$ cat config.mk
export PLATFORM = sky130hd
export DESIGN_NAME = wfbm_ctrl
export DESIGN_NICKNAME = d
export VERILOG_FILES = /design/src/sv/wfbm_pkg.sv /design/src/sv/wfbm_ctrl.sv
export SDC_FILE = /design/constraint.sdc
export NUM_CORES = 1
export LEC_CHECK = 0
export BUFFER_PORTS_ARGS = -buffer_cell sky130_fd_sc_hd__buf_4
export CORE_MARGIN = 5
export CORE_UTILIZATION = 41
export CTS_BUF_LIST = sky130_fd_sc_hd__clkbuf_8 sky130_fd_sc_hd__clkbuf_16
export CTS_CLUSTER_DIAMETER = 40
export DETAILED_ROUTE_END_ITERATION = 8
export PLACE_DENSITY_LB_ADDON = 0.08
export SYNTH_ARGS = -nofsm -noshare
export SYNTH_HDL_FRONTEND = slang
export SYNTH_SLANG_ARGS = --single-unit
$ cat constraint.sdc
create_clock -name clk -period 2.3 [get_ports clk]
set_input_delay 0.345 -clock clk [delete_from_list [all_inputs] [get_ports clk]]
set_output_delay 0.345 -clock clk [all_outputs]
set_load 0.02 [all_outputs]
$ cat src/sv/wfbm_pkg.sv
`default_nettype none
package wfbm_pkg;

	// field widths
	localparam int TS_W = 64;
	localparam int LEN_W = 16;
	localparam int CFG_W = 32;
	localparam int SCALE_W = 24;
	localparam int RATE_W = 48;
	localparam int SUM_W = 48;

	// multiply is done in chunks of the byte sum, one scale-wide chunk per cycle
	localparam int CHUNKS = (SUM_W + SCALE_W - 1) / SCALE_W;
	localparam int CHUNK_IW = (CHUNKS > 1) ? $clog2(CHUNKS) : 1;
	localparam int PAD_W = CHUNKS * SCALE_W;
	localparam int PROD_W = SUM_W + SCALE_W;
	localparam int NUM_W = PROD_W + 1;
	localparam int CNT_W = $clog2(NUM_W);

	localparam logic [RATE_W-1:0] RATE_MAX = {RATE_W{1'b1}};
	localparam logic [SUM_W-1:0] SUM_MAX = {SUM_W{1'b1}};

	// register reset values
	localparam logic [CFG_W-1:0] WINDOW_USEC_RST = CFG_W'(1000000);
	localparam logic [CFG_W-1:0] MIN_SPAN_USEC_RST = CFG_W'(900000);
	localparam logic [SCALE_W-1:0] RATE_SCALE_RST = SCALE_W'(800000);

	localparam logic FUNC_FLUSH = 1'b1;

	typedef enum logic [1:0] {
		CFG_WINDOW_USEC = 2'd0,
		CFG_MIN_SPAN_USEC = 2'd1,
		CFG_RATE_SCALE = 2'd2
	} cfg_idx_t;

	typedef enum logic [1:0] {
		RSEL_UP = 2'd0,
		RSEL_DOWN = 2'd1,
		RSEL_TOTAL = 2'd2
	} rsel_t;

	typedef enum logic [2:0] {
		ST_IDLE,
		ST_MUL,
		ST_DLOAD,
		ST_DSTEP,
		ST_DSTORE,
		ST_OUT
	} state_t;

	typedef struct packed {
		logic accept;
		logic mul_step;
		logic [CHUNK_IW-1:0] mul_idx;
		logic div_load;
		logic div_step;
		logic div_store;
		rsel_t rsel;
		logic out_load;
	} dp_cmd_t;

	typedef struct packed {
		logic close;
		logic special;
		logic out_full;
	} dp_stat_t;

endpackage
`default_nettype wire

$ cat src/sv/wfbm_ctrl.sv
`default_nettype none
module wfbm_ctrl (
	input wire logic clk,
	input wire logic arst_n,
	input wire logic in_valid,
	output logic in_stall,
	input wire wfbm_pkg::dp_stat_t stat,
	output wfbm_pkg::dp_cmd_t cmd
);

	wfbm_pkg::state_t state_q, state_d;
	logic [wfbm_pkg::CNT_W-1:0] cnt_q, cnt_d;
	wfbm_pkg::rsel_t rsel_q, rsel_d;

	always_ff @(posedge clk or negedge arst_n) begin
		if (!arst_n) begin
			state_q <= wfbm_pkg::ST_IDLE;
			cnt_q <= '0;
			rsel_q <= wfbm_pkg::RSEL_UP;
		end else begin
			state_q <= state_d;
			cnt_q <= cnt_d;
			rsel_q <= rsel_d;
		end
	end

	always_comb begin
		state_d = state_q;
		cnt_d = cnt_q;
		rsel_d = rsel_q;
		in_stall = 1'b1;
		cmd = '0;
		cmd.mul_idx = cnt_q[wfbm_pkg::CHUNK_IW-1:0];
		cmd.rsel = rsel_q;
		case (state_q)
			wfbm_pkg::ST_IDLE: begin
				in_stall = 1'b0;
				if (in_valid) begin
					cmd.accept = 1'b1;
					if (stat.close) begin
						state_d = wfbm_pkg::ST_MUL;
						cnt_d = wfbm_pkg::CNT_W'(wfbm_pkg::CHUNKS - 1);
					end
				end
			end
			wfbm_pkg::ST_MUL: begin
				// invalid or zero span needs no division
				if (stat.special) begin
					state_d = wfbm_pkg::ST_OUT;
				end else begin
					cmd.mul_step = 1'b1;
					if (cnt_q == '0) begin
						state_d = wfbm_pkg::ST_DLOAD;
						rsel_d = wfbm_pkg::RSEL_UP;
					end else begin
						cnt_d = cnt_q - 1'b1;
					end
				end
			end
			wfbm_pkg::ST_DLOAD: begin
				cmd.div_load = 1'b1;
				cnt_d = wfbm_pkg::CNT_W'(wfbm_pkg::NUM_W - 1);
				state_d = wfbm_pkg::ST_DSTEP;
			end
			wfbm_pkg::ST_DSTEP: begin
				cmd.div_step = 1'b1;
				if (cnt_q == '0) begin
					state_d = wfbm_pkg::ST_DSTORE;
				end else begin
					cnt_d = cnt_q - 1'b1;
				end
			end
			wfbm_pkg::ST_DSTORE: begin
				cmd.div_store = 1'b1;
				case (rsel_q)
					wfbm_pkg::RSEL_UP: begin
						rsel_d = wfbm_pkg::RSEL_DOWN;
						state_d = wfbm_pkg::ST_DLOAD;
					end
					wfbm_pkg::RSEL_DOWN: begin
						rsel_d = wfbm_pkg::RSEL_TOTAL;
						state_d = wfbm_pkg::ST_DLOAD;
					end
					default: begin
						state_d = wfbm_pkg::ST_OUT;
					end
				endcase
			end
			wfbm_pkg::ST_OUT: begin
				if (!stat.out_full) begin
					cmd.out_load = 1'b1;
					state_d = wfbm_pkg::ST_IDLE;
				end
			end
			default: begin
				state_d = wfbm_pkg::ST_IDLE;
			end
		endcase
	end

	a_close_starts_mul: assert property (@(posedge clk) disable iff (!arst_n)
		(state_q == wfbm_pkg::ST_IDLE && in_valid && stat.close)
		|=> (state_q == wfbm_pkg::ST_MUL))
		else $error("window close did not start the rate computation");

	a_total_ends_div: assert property (@(posedge clk) disable iff (!arst_n)
		(state_q == wfbm_pkg::ST_DSTORE && rsel_q == wfbm_pkg::RSEL_TOTAL)
		|=> (state_q == wfbm_pkg::ST_OUT))
		else $error("total rate store did not move to output");

endmodule
`default_nettype wire

---- After elaboration in Yosys (flattened, before gate mapping) ----
Index checks and enable logic that the tools add are counted.
word-level totals
  output and inout bits ................... 10
  bits of input ports ..................... 6
  register bits after elaboration ......... 12
  logic and storage cells ................. 54
cells by class
  $add $sub $neg .......................... 1
  reductions and logical operators ........ 9
  equality and inequality tests ........... 14
  multiplexer cells ....................... 27
operators with widths
  kind                   count
  $mux W7                4
  $pmux W7 S4            1
  $mux W3                7
  $pmux W3 S6            1
  $ne A2 B2 Y1 const B   6
  $mux W1                10
  $pmux W2 S2            2
  $reduce_and A4 Y1      2
  $logic_not A7 Y1       1
  $sub A7 B1 Y7 const B  1
  $eq A3 B2 Y1 const B   2
  $eq A3 B3 Y1 const B   2
  $ne A3 B3 Y1 const B   2
  $reduce_and A5 Y1      1
  $mux W2                2
  $reduce_bool A4 Y1     1
  $eq A3 B1 Y1 const B   1
  $logic_not A3 Y1       1
  $eq A2 B1 Y1 const B   1
  $logic_not A2 Y1       1
  $reduce_bool A2 Y1     1
  $reduce_or A2 Y1       1

---- Depth between registers and ports, before layout ----
Gate-level depths: netlist of run 1.
  depth after elaboration ................. 4
  depth in mapped cells ................... 6
  mapped depth without buffers ............ 6

---- Worst setup path before layout of run 1 ----
OpenSTA, ideal clock, no wires.
  path kind ............................... register to register
  start point ............................. reg cnt_q[3] (netlist name)
  end point ............................... reg cnt_q[5] (netlist name)
  buffers on the path ..................... 0
  setup slack ............................. 0.541 ns
  required time ........................... 2.174 ns
  data arrival time ....................... 1.633 ns
  stages on the path, launching flop included .. 5
  clock period less this slack ............ 1.759 ns
  library setup time ...................... 0.126 ns
  path through ............................ dfrtp_1 > or3_4 > nor4b_4 > a211oi_1 > a311o_1
on the way
  word-level cells in the longest chain between the ends .. 4
  elaborated cells between the ends (all ways) .. 5
  those cells by class .................... add/sub: 1; mux: 3; reduce/logical: 1
RTL lines
  item                                               RTL line                          text
  start, declared                                    wfbm_ctrl.sv:12                   logic [wfbm_pkg::CNT_W-1:0] cnt_q, cnt_d;
  start signal, assigned                             wfbm_ctrl.sv:22                   cnt_q <= cnt_d;
  $sub A7 B1 Y7 or $logic_not A7 Y1 (tied branches)  --
  $mux W7 *                                          wfbm_ctrl.sv:52, wfbm_ctrl.sv:67
  $mux W7                                            wfbm_ctrl.sv:48                   if (stat.special) begin
  $pmux W7 S4 *                                      wfbm_ctrl.sv:35                   case (state_q)
Every way passes the cells marked *; elsewhere a longest branch is shown, timed or not. The select of a mux whose other input is x is not followed.
A chain may end at the register's enable or synchronous reset.

==> reports/qor.yml, run 1 <==
floorplan:
  start_util: 0.431
  num_io_pins: 16
  die_area_mm2: 0.00310
  row_count: 16
  die_x_um: 55.7
  die_y_um: 55.7
  core_mm2: 0.00198
worst_setup_path:
  critPathKind: "reg -> out"
  cp_max_fo: 14
  critPathLaunchType: "register"
  cp.arrival_ns: 1.67
  cp.required_ns: 1.96
  crit_path_end_kind: "output pin"
hold_path:
  hold_class: "in -> reg"
clock_tree:
  cts-root-buf: "clkbuf_8"
  cts_tree: "yes"
  clk_latency_ns: 0.24
  post_cts_buffers: 0
  cts_num_sinks: 12
  clockBufferDepth: 2
  h-tree-depth: 1
  numCtsBuffers: 3
  cts.reportedPaths.clkPinSlew_ns: 0.05
cells_and_area:
  drive_gt1_frac: 0.241
  mostFrequentLayoutCell: "buf_4"
  diodes: 0
  final_area_mm2: 0.00104
  final_nets: 122
  fill_cells: 200
  finish.utilization: 0.527
  synthToLayoutAreaGrowth_pct: 22.3
  stdcell_count: 139
  layout_common_cells: "buf_4, dfrtp_1, inv_1"
power:
  peakVddDrop_mv: 0.661
  power.density_mw_per_mm2: 1460
  power.leakage_uw: 0.000467
placed_design:
  gp_congestion: 0.816
  dp_hpwl_um: 1620
  placed_area_um2: 993
  dp_cells: 135
  io_buffers: 15
global_routing:
  grt_max_degree: 15
  grt_antenna_before_repair: 0
  grt_pass1_wl_um: 3690
  globalRoute.totalOverflow: 0
  grtUsageTotal: 0.151
  first_global_vias: 806
synth:
  yosysSeqAreaShare: 0.351
  syn_inst: 96
  synth-main-ff-cell: "dfrtp_1"
  synth_edf_count: 0
  synth_seq_cells: 12
  synth_cell_types: 38
  synth_warnings: 0
  synthArstFlopShare: 1.00
  syn_nets: 104
  avgSynthCellArea_um2: 8.90
  netlist_area_um2: 855
sta:
  final.period_utilization: 0.876
  rsz0062_at_grt: "no"
  fmax_mhz: 496
  skew_ns: 0.00212
  finalMaxSlewViolations: 0
  setup_tns_ns: 0
  finalHoldViolations: 0
  slew_headroom: 0.682
  setup_viol: 0
  period_needed_ns: 2.02
  tightest_slew_ns: 0.477
drt:
  drt_iter0_markers: 8
  drc: 0
  wl_per_cell_um: 15.2
  num_vias: 778
  drt-pass1-iter-count: 4
  via_per_inst: 5.60
  detail-route-antenna-nets: 0
  routed_wl_um: 2110
status:
  status: "complete, no violations"
job:
  drv_cap: 0
-- state kept, by name (all words and copies together) (netlist names) --
signal   cells
cnt_q        7
state_q      3
rsel_q       2
-- cell type report --
| type | count | area (um2) | share of cell area |
|---|---|---|---|
| multi-input cells | 70 | 498 | 0.477 |
| flip-flops and latches | 12 | 300 | 0.287 |
| repair buffers | 18 | 138 | 0.132 |
| clock buffers | 3 | 41.3 | 0.0395 |
| inverters | 9 | 33.8 | 0.0323 |
| well taps | 27 | 33.8 | 0.0323 |
-- Yosys cell counts (2+ instances only) --
master    number  share of area
o21ai_0        3          0.018
ha_1           2          0.029
clkbuf_1       4          0.018
mux2i_1        2          0.023
nand2_1        5          0.022
a21oi_1        8          0.047
nor2_1         8          0.035
nor2b_1        2          0.015
o22ai_1        4          0.029
a211oi_1       2          0.018
dfrtp_1       12           0.35
inv_1          9          0.040
o211ai_1       2          0.018
nand2b_1       3          0.022
nor3_1         7          0.041
-- worst paths after layout --
kind | to | cells past startpoint | slack [ns] | from
max | cmd[5] | 3 | 0.28 | state_q[1]$_DFFE_PN0P_
min | state_q[0]$_DFFE_PN0P_ | 3 | 0.36 | stat[2]
max reg2reg | cnt_q[5]$_DFFE_PN0P_ | 4 | 0.39 | cnt_q[3]$_DFFE_PN0P_
min reg2reg | rsel_q[1]$_DFFE_PN0P_ | 2 | 0.57 | rsel_q[0]$_DFFE_PN0P_
max in group asynchronous | cnt_q[1]$_DFFE_PN0P_ | 2 | 1.66 | arst_n
min in group asynchronous | cnt_q[6]$_DFFE_PN0P_ | 2 | 0.48 | arst_n
-- stage by stage --
step	setup WS (ns)	power [uW]	hold WS [ns]
after detailed placement	0.406	1330	0.200
after CTS	0.276	1530	0.357
after global routing	0.207	1650	0.365
final	0.284	1520	0.362
after floorplan	0.541	1070	0.0494
after global placement	0.436	1330	0.198
-- layer usage --
metal	routed length [um]	track usage
met5	0	0
met4	36	0.0729
met2	987	0.240
met1	1020	0.194
met3	69	0.0278
-- critical path, cell delays in order, from the launching register on --
cell and delay [ns]:
dfrtp_1 0.63, or3b_2 0.55, inv_1 0.10, buf_4 0.14
-- report_power, final --
part	internal (uW)	leakage (uW)	switching (uW)	total (uW)
combinational	390	0.000299	490	880
sequential	307	0.000147	142	449
clock	115	0.0000216	76.2	192
total	813	0.000467	707	1520
-- kinds of logic (layout without fill, tap and decap cells) --
kind of cell               count (synthesis)  in the layout  share of synthesized area
and+or+nand+nor                           33             33                      0.237
AOI/OAI and AO/OA                         32             32                      0.283
buffers and inverters                     14             30                     0.0659
DFF                                       12             12                      0.351
adders and majority gates                  2              2                     0.0293
muxes                                      2              2                     0.0234
xor gates and xnor gates                   1              1                     0.0103
-- repair_timing --
item | in CTS | in global routing
resized for setup | 0 | 0
endpoints found under the hold margin | 12 | 0
hold buffers | 1 | 0
Power figures use the tool's default switching activity.
==> run 2: changes to the inputs <==
Clock period 2.3 ns to 2.07 ns, I/O delays scaled along.
==> reports/qor.yml, run 2 (synthesis results as in run 1) <==
global_routing:
  grt_pass1_wl_um: 3770  # was 3690 um
  grt_antenna_before_repair: 0  # unchanged
  globalRoute.totalOverflow: 0  # unchanged
  grt_max_degree: 14  # was 15
  first_global_vias: 816  # was 806
  grtUsageTotal: 0.152  # was 0.151
worst_setup_path:
  cp_max_fo: 13  # was 14
  r2r_cells: 4  # unchanged
  cp.required_ns: 1.76  # was 1.96 ns
  crit_path_end_kind: "output pin"  # unchanged
  r2r-end: "rsel_q[1]$_DFFE_PN0P_"  # was cnt_q[5]$_DFFE_PN0P_
  cp.arrival_ns: 1.58  # was 1.67 ns
  rr_startpoint: "cnt_q[3]$_DFFE_PN0P_"  # unchanged
  r2r_slack_ns: 0.19  # was 0.39 ns
  critPathKind: "reg -> out"  # unchanged
  critPathLaunchType: "register"  # unchanged
drt:
  via_per_inst: 5.64  # was 5.60
  drc: 0  # unchanged
  drt_iter0_markers: 18  # was 8
  wl_per_cell_um: 15.3  # was 15.2 um
  routed_wl_um: 2160  # was 2110 um
  num_vias: 795  # was 778
  detail-route-antenna-nets: 0  # unchanged
  drt-pass1-iter-count: 4  # unchanged
clock_tree:
  cts-root-buf: "clkbuf_8"  # unchanged
  numCtsBuffers: 3  # unchanged
  clockBufferDepth: 2  # unchanged
  h-tree-depth: 1  # unchanged
  cts_num_sinks: 12  # unchanged
  clk_latency_ns: 0.24  # about the same
  cts_tree: "yes"  # unchanged
  post_cts_resized: 0  # unchanged
  cts.reportedPaths.clkPinSlew_ns: 0.06  # was 0.05 ns
sta:
  rsz0062_at_grt: "no"  # unchanged
  finalHoldViolations: 0  # unchanged
  setup_tns_ns: 0  # unchanged
  fmax_mhz: 530
  setup_viol: 0  # unchanged
  finalMaxSlewViolations: 0  # unchanged
  skew_ns: 0.00499  # was 0.00212 ns
  period_needed_ns: 1.89
  tightest_slew_ns: 0.463  # was 0.477 ns
  slew_headroom: 0.689  # was 0.682
  final.period_utilization: 0.912
cells_and_area:
  mostFrequentLayoutCell: "buf_4"  # unchanged
  regMostFlops: "cnt_q"  # unchanged
  biggestRegsByFlops: "cnt_q x7, state_q x3, rsel_q x2"  # unchanged
  synthToLayoutAreaGrowth_pct: 24.0  # was 22.3%
  final_nets: 124  # was 122
  drive_gt1_frac: 0.254  # was 0.241
  final_area_mm2: 0.00106  # was 0.00104 mm2
  diodes: 0  # unchanged
  layout_common_cells: "buf_4, dfrtp_1, inv_1"  # unchanged
  largest_register_ffs: 7  # unchanged
hold_path:
  worstHoldEndpoint: "state_q[0]$_DFFE_PN0P_"  # unchanged
  hold_path.startpoint: "stat[2]"  # unchanged
  holdPathStages: 3  # unchanged
  hold_class: "in -> reg"  # unchanged
placed_design:
  io_buffers: 15  # unchanged
  gp_congestion: 0.794  # was 0.816
  dp_hpwl_um: 1620  # about the same
  placed_area_mm2: 0.00101  # was 993 um2
job:
  drv_cap: 0  # unchanged
floorplan:
  core_mm2: 0.00198  # unchanged
  die_x_um: 55.7  # unchanged
  num_io_pins: 16  # unchanged
  die_y_um: 55.7  # unchanged
  row_count: 16  # unchanged
  start_util: 0.431  # unchanged
  die_area_mm2: 0.00310  # unchanged
status:
  status: "complete, no violations"  # unchanged
power:
  netSwitchingPower_uw: 801  # was 707 uW
  seq_power_share: 0.290  # was 0.295
  comb_power_share: 0.585  # was 0.579
  power.leakage_uw: 0.000478  # was 0.000467 uW
  switching_share: 0.466  # was 0.465
  peakVddDrop_mv: 0.756  # was 0.661 mV
  clockPowerShare: 0.125  # was 0.126
  internal_power_uw: 916  # was 813 uW
  power.density_mw_per_mm2: 1620  # was 1460 mW/mm2
run 2: cell types whose count changed in the layout (fill, tap and decap cells not counted), sizes merged:
| cell | delta |
|---|---|
| buf | +2 |
run 2: timing repair:
action | 4_1_cts | 5_1_grt
setup buffers | 0 | 0
hold buffers | 1 | 0
hold endpoints to repair | 12 | 0
run 2: area by class of cell:
cell class / count / area [um2]
fill: 183 / 922
sequential: 12 / 300
timing repair buffer: 20 / 153
multi-input combinational: 70 / 498
inverter: 9 / 33.8
clock buffer: 3 / 41.3
tap: 27 / 33.8
run 2: power by group through the flow:
stage,Combinational [uW],Sequential [uW],Clock [uW]
global placement,1000,497,0
finish,1010,498,215
global route,1120,516,228
CTS,1010,494,219
floorplan,730,458,0
detailed placement,1000,499,0
run 2: per-stage QoR:
| stage | hold slack, ns | power [uW] | util | setup WS [ns] | instances |
|---|---|---|---|---|---|
| 2_1_floorplan | 0.0149 | 1190 | - | 0.311 | 96 |
| 3_3_place_gp | 0.161 | 1500 | 0.509 | 0.233 | 137 |
| 3_5_place_dp | 0.162 | 1500 | 0.509 | 0.206 | 137 |
| 4_1_cts | 0.330 | 1720 | 0.535 | 0.179 | 141 |
| 5_1_grt | 0.340 | 1860 | 0.535 | 0.105 | 141 |
| 6_report | 0.327 | 1720 | 0.535 | 0.182 | 141 |
run 2: worst max-delay path by stage:
| stage | startpoint | end | slack, ns | cells past startpoint |
|---|---|---|---|---|
| final | state_q[0]$_DFFE_PN0P_ | cmd[5] | 0.18 | 3 |
| after global routing | cnt_q[3]$_DFFE_PN0P_ | rsel_q[1]$_DFFE_PN0P_ | 0.10 | 4 |
| after CTS | state_q[0]$_DFFE_PN0P_ | cmd[5] | 0.18 | 3 |
| after detailed placement | cnt_q[3]$_DFFE_PN0P_ | rsel_q[1]$_DFFE_PN0P_ | 0.21 | 4 |
| after global placement | cnt_q[3]$_DFFE_PN0P_ | rsel_q[1]$_DFFE_PN0P_ | 0.23 | 4 |
| after floorplan | cnt_q[3]$_DFFE_PN0P_ | cnt_q[5]$_DFFE_PN0P_ | 0.31 | 4 |
run 2: worst max-delay path, stage by stage, from the launching register on:
cell and delay (ns):
dfrtp_1 0.52, or3b_2 0.58, inv_1 0.10, buf_4 0.14
run 2: metal layers:
layer	vias up	GRT usage	part of all wire
li1	394	-	-
met3	2	0.0278	0.045
met1	379	0.199	0.48
met4	0	0.0625	0.0065
met5	-	0	0
met2	20	0.243	0.47
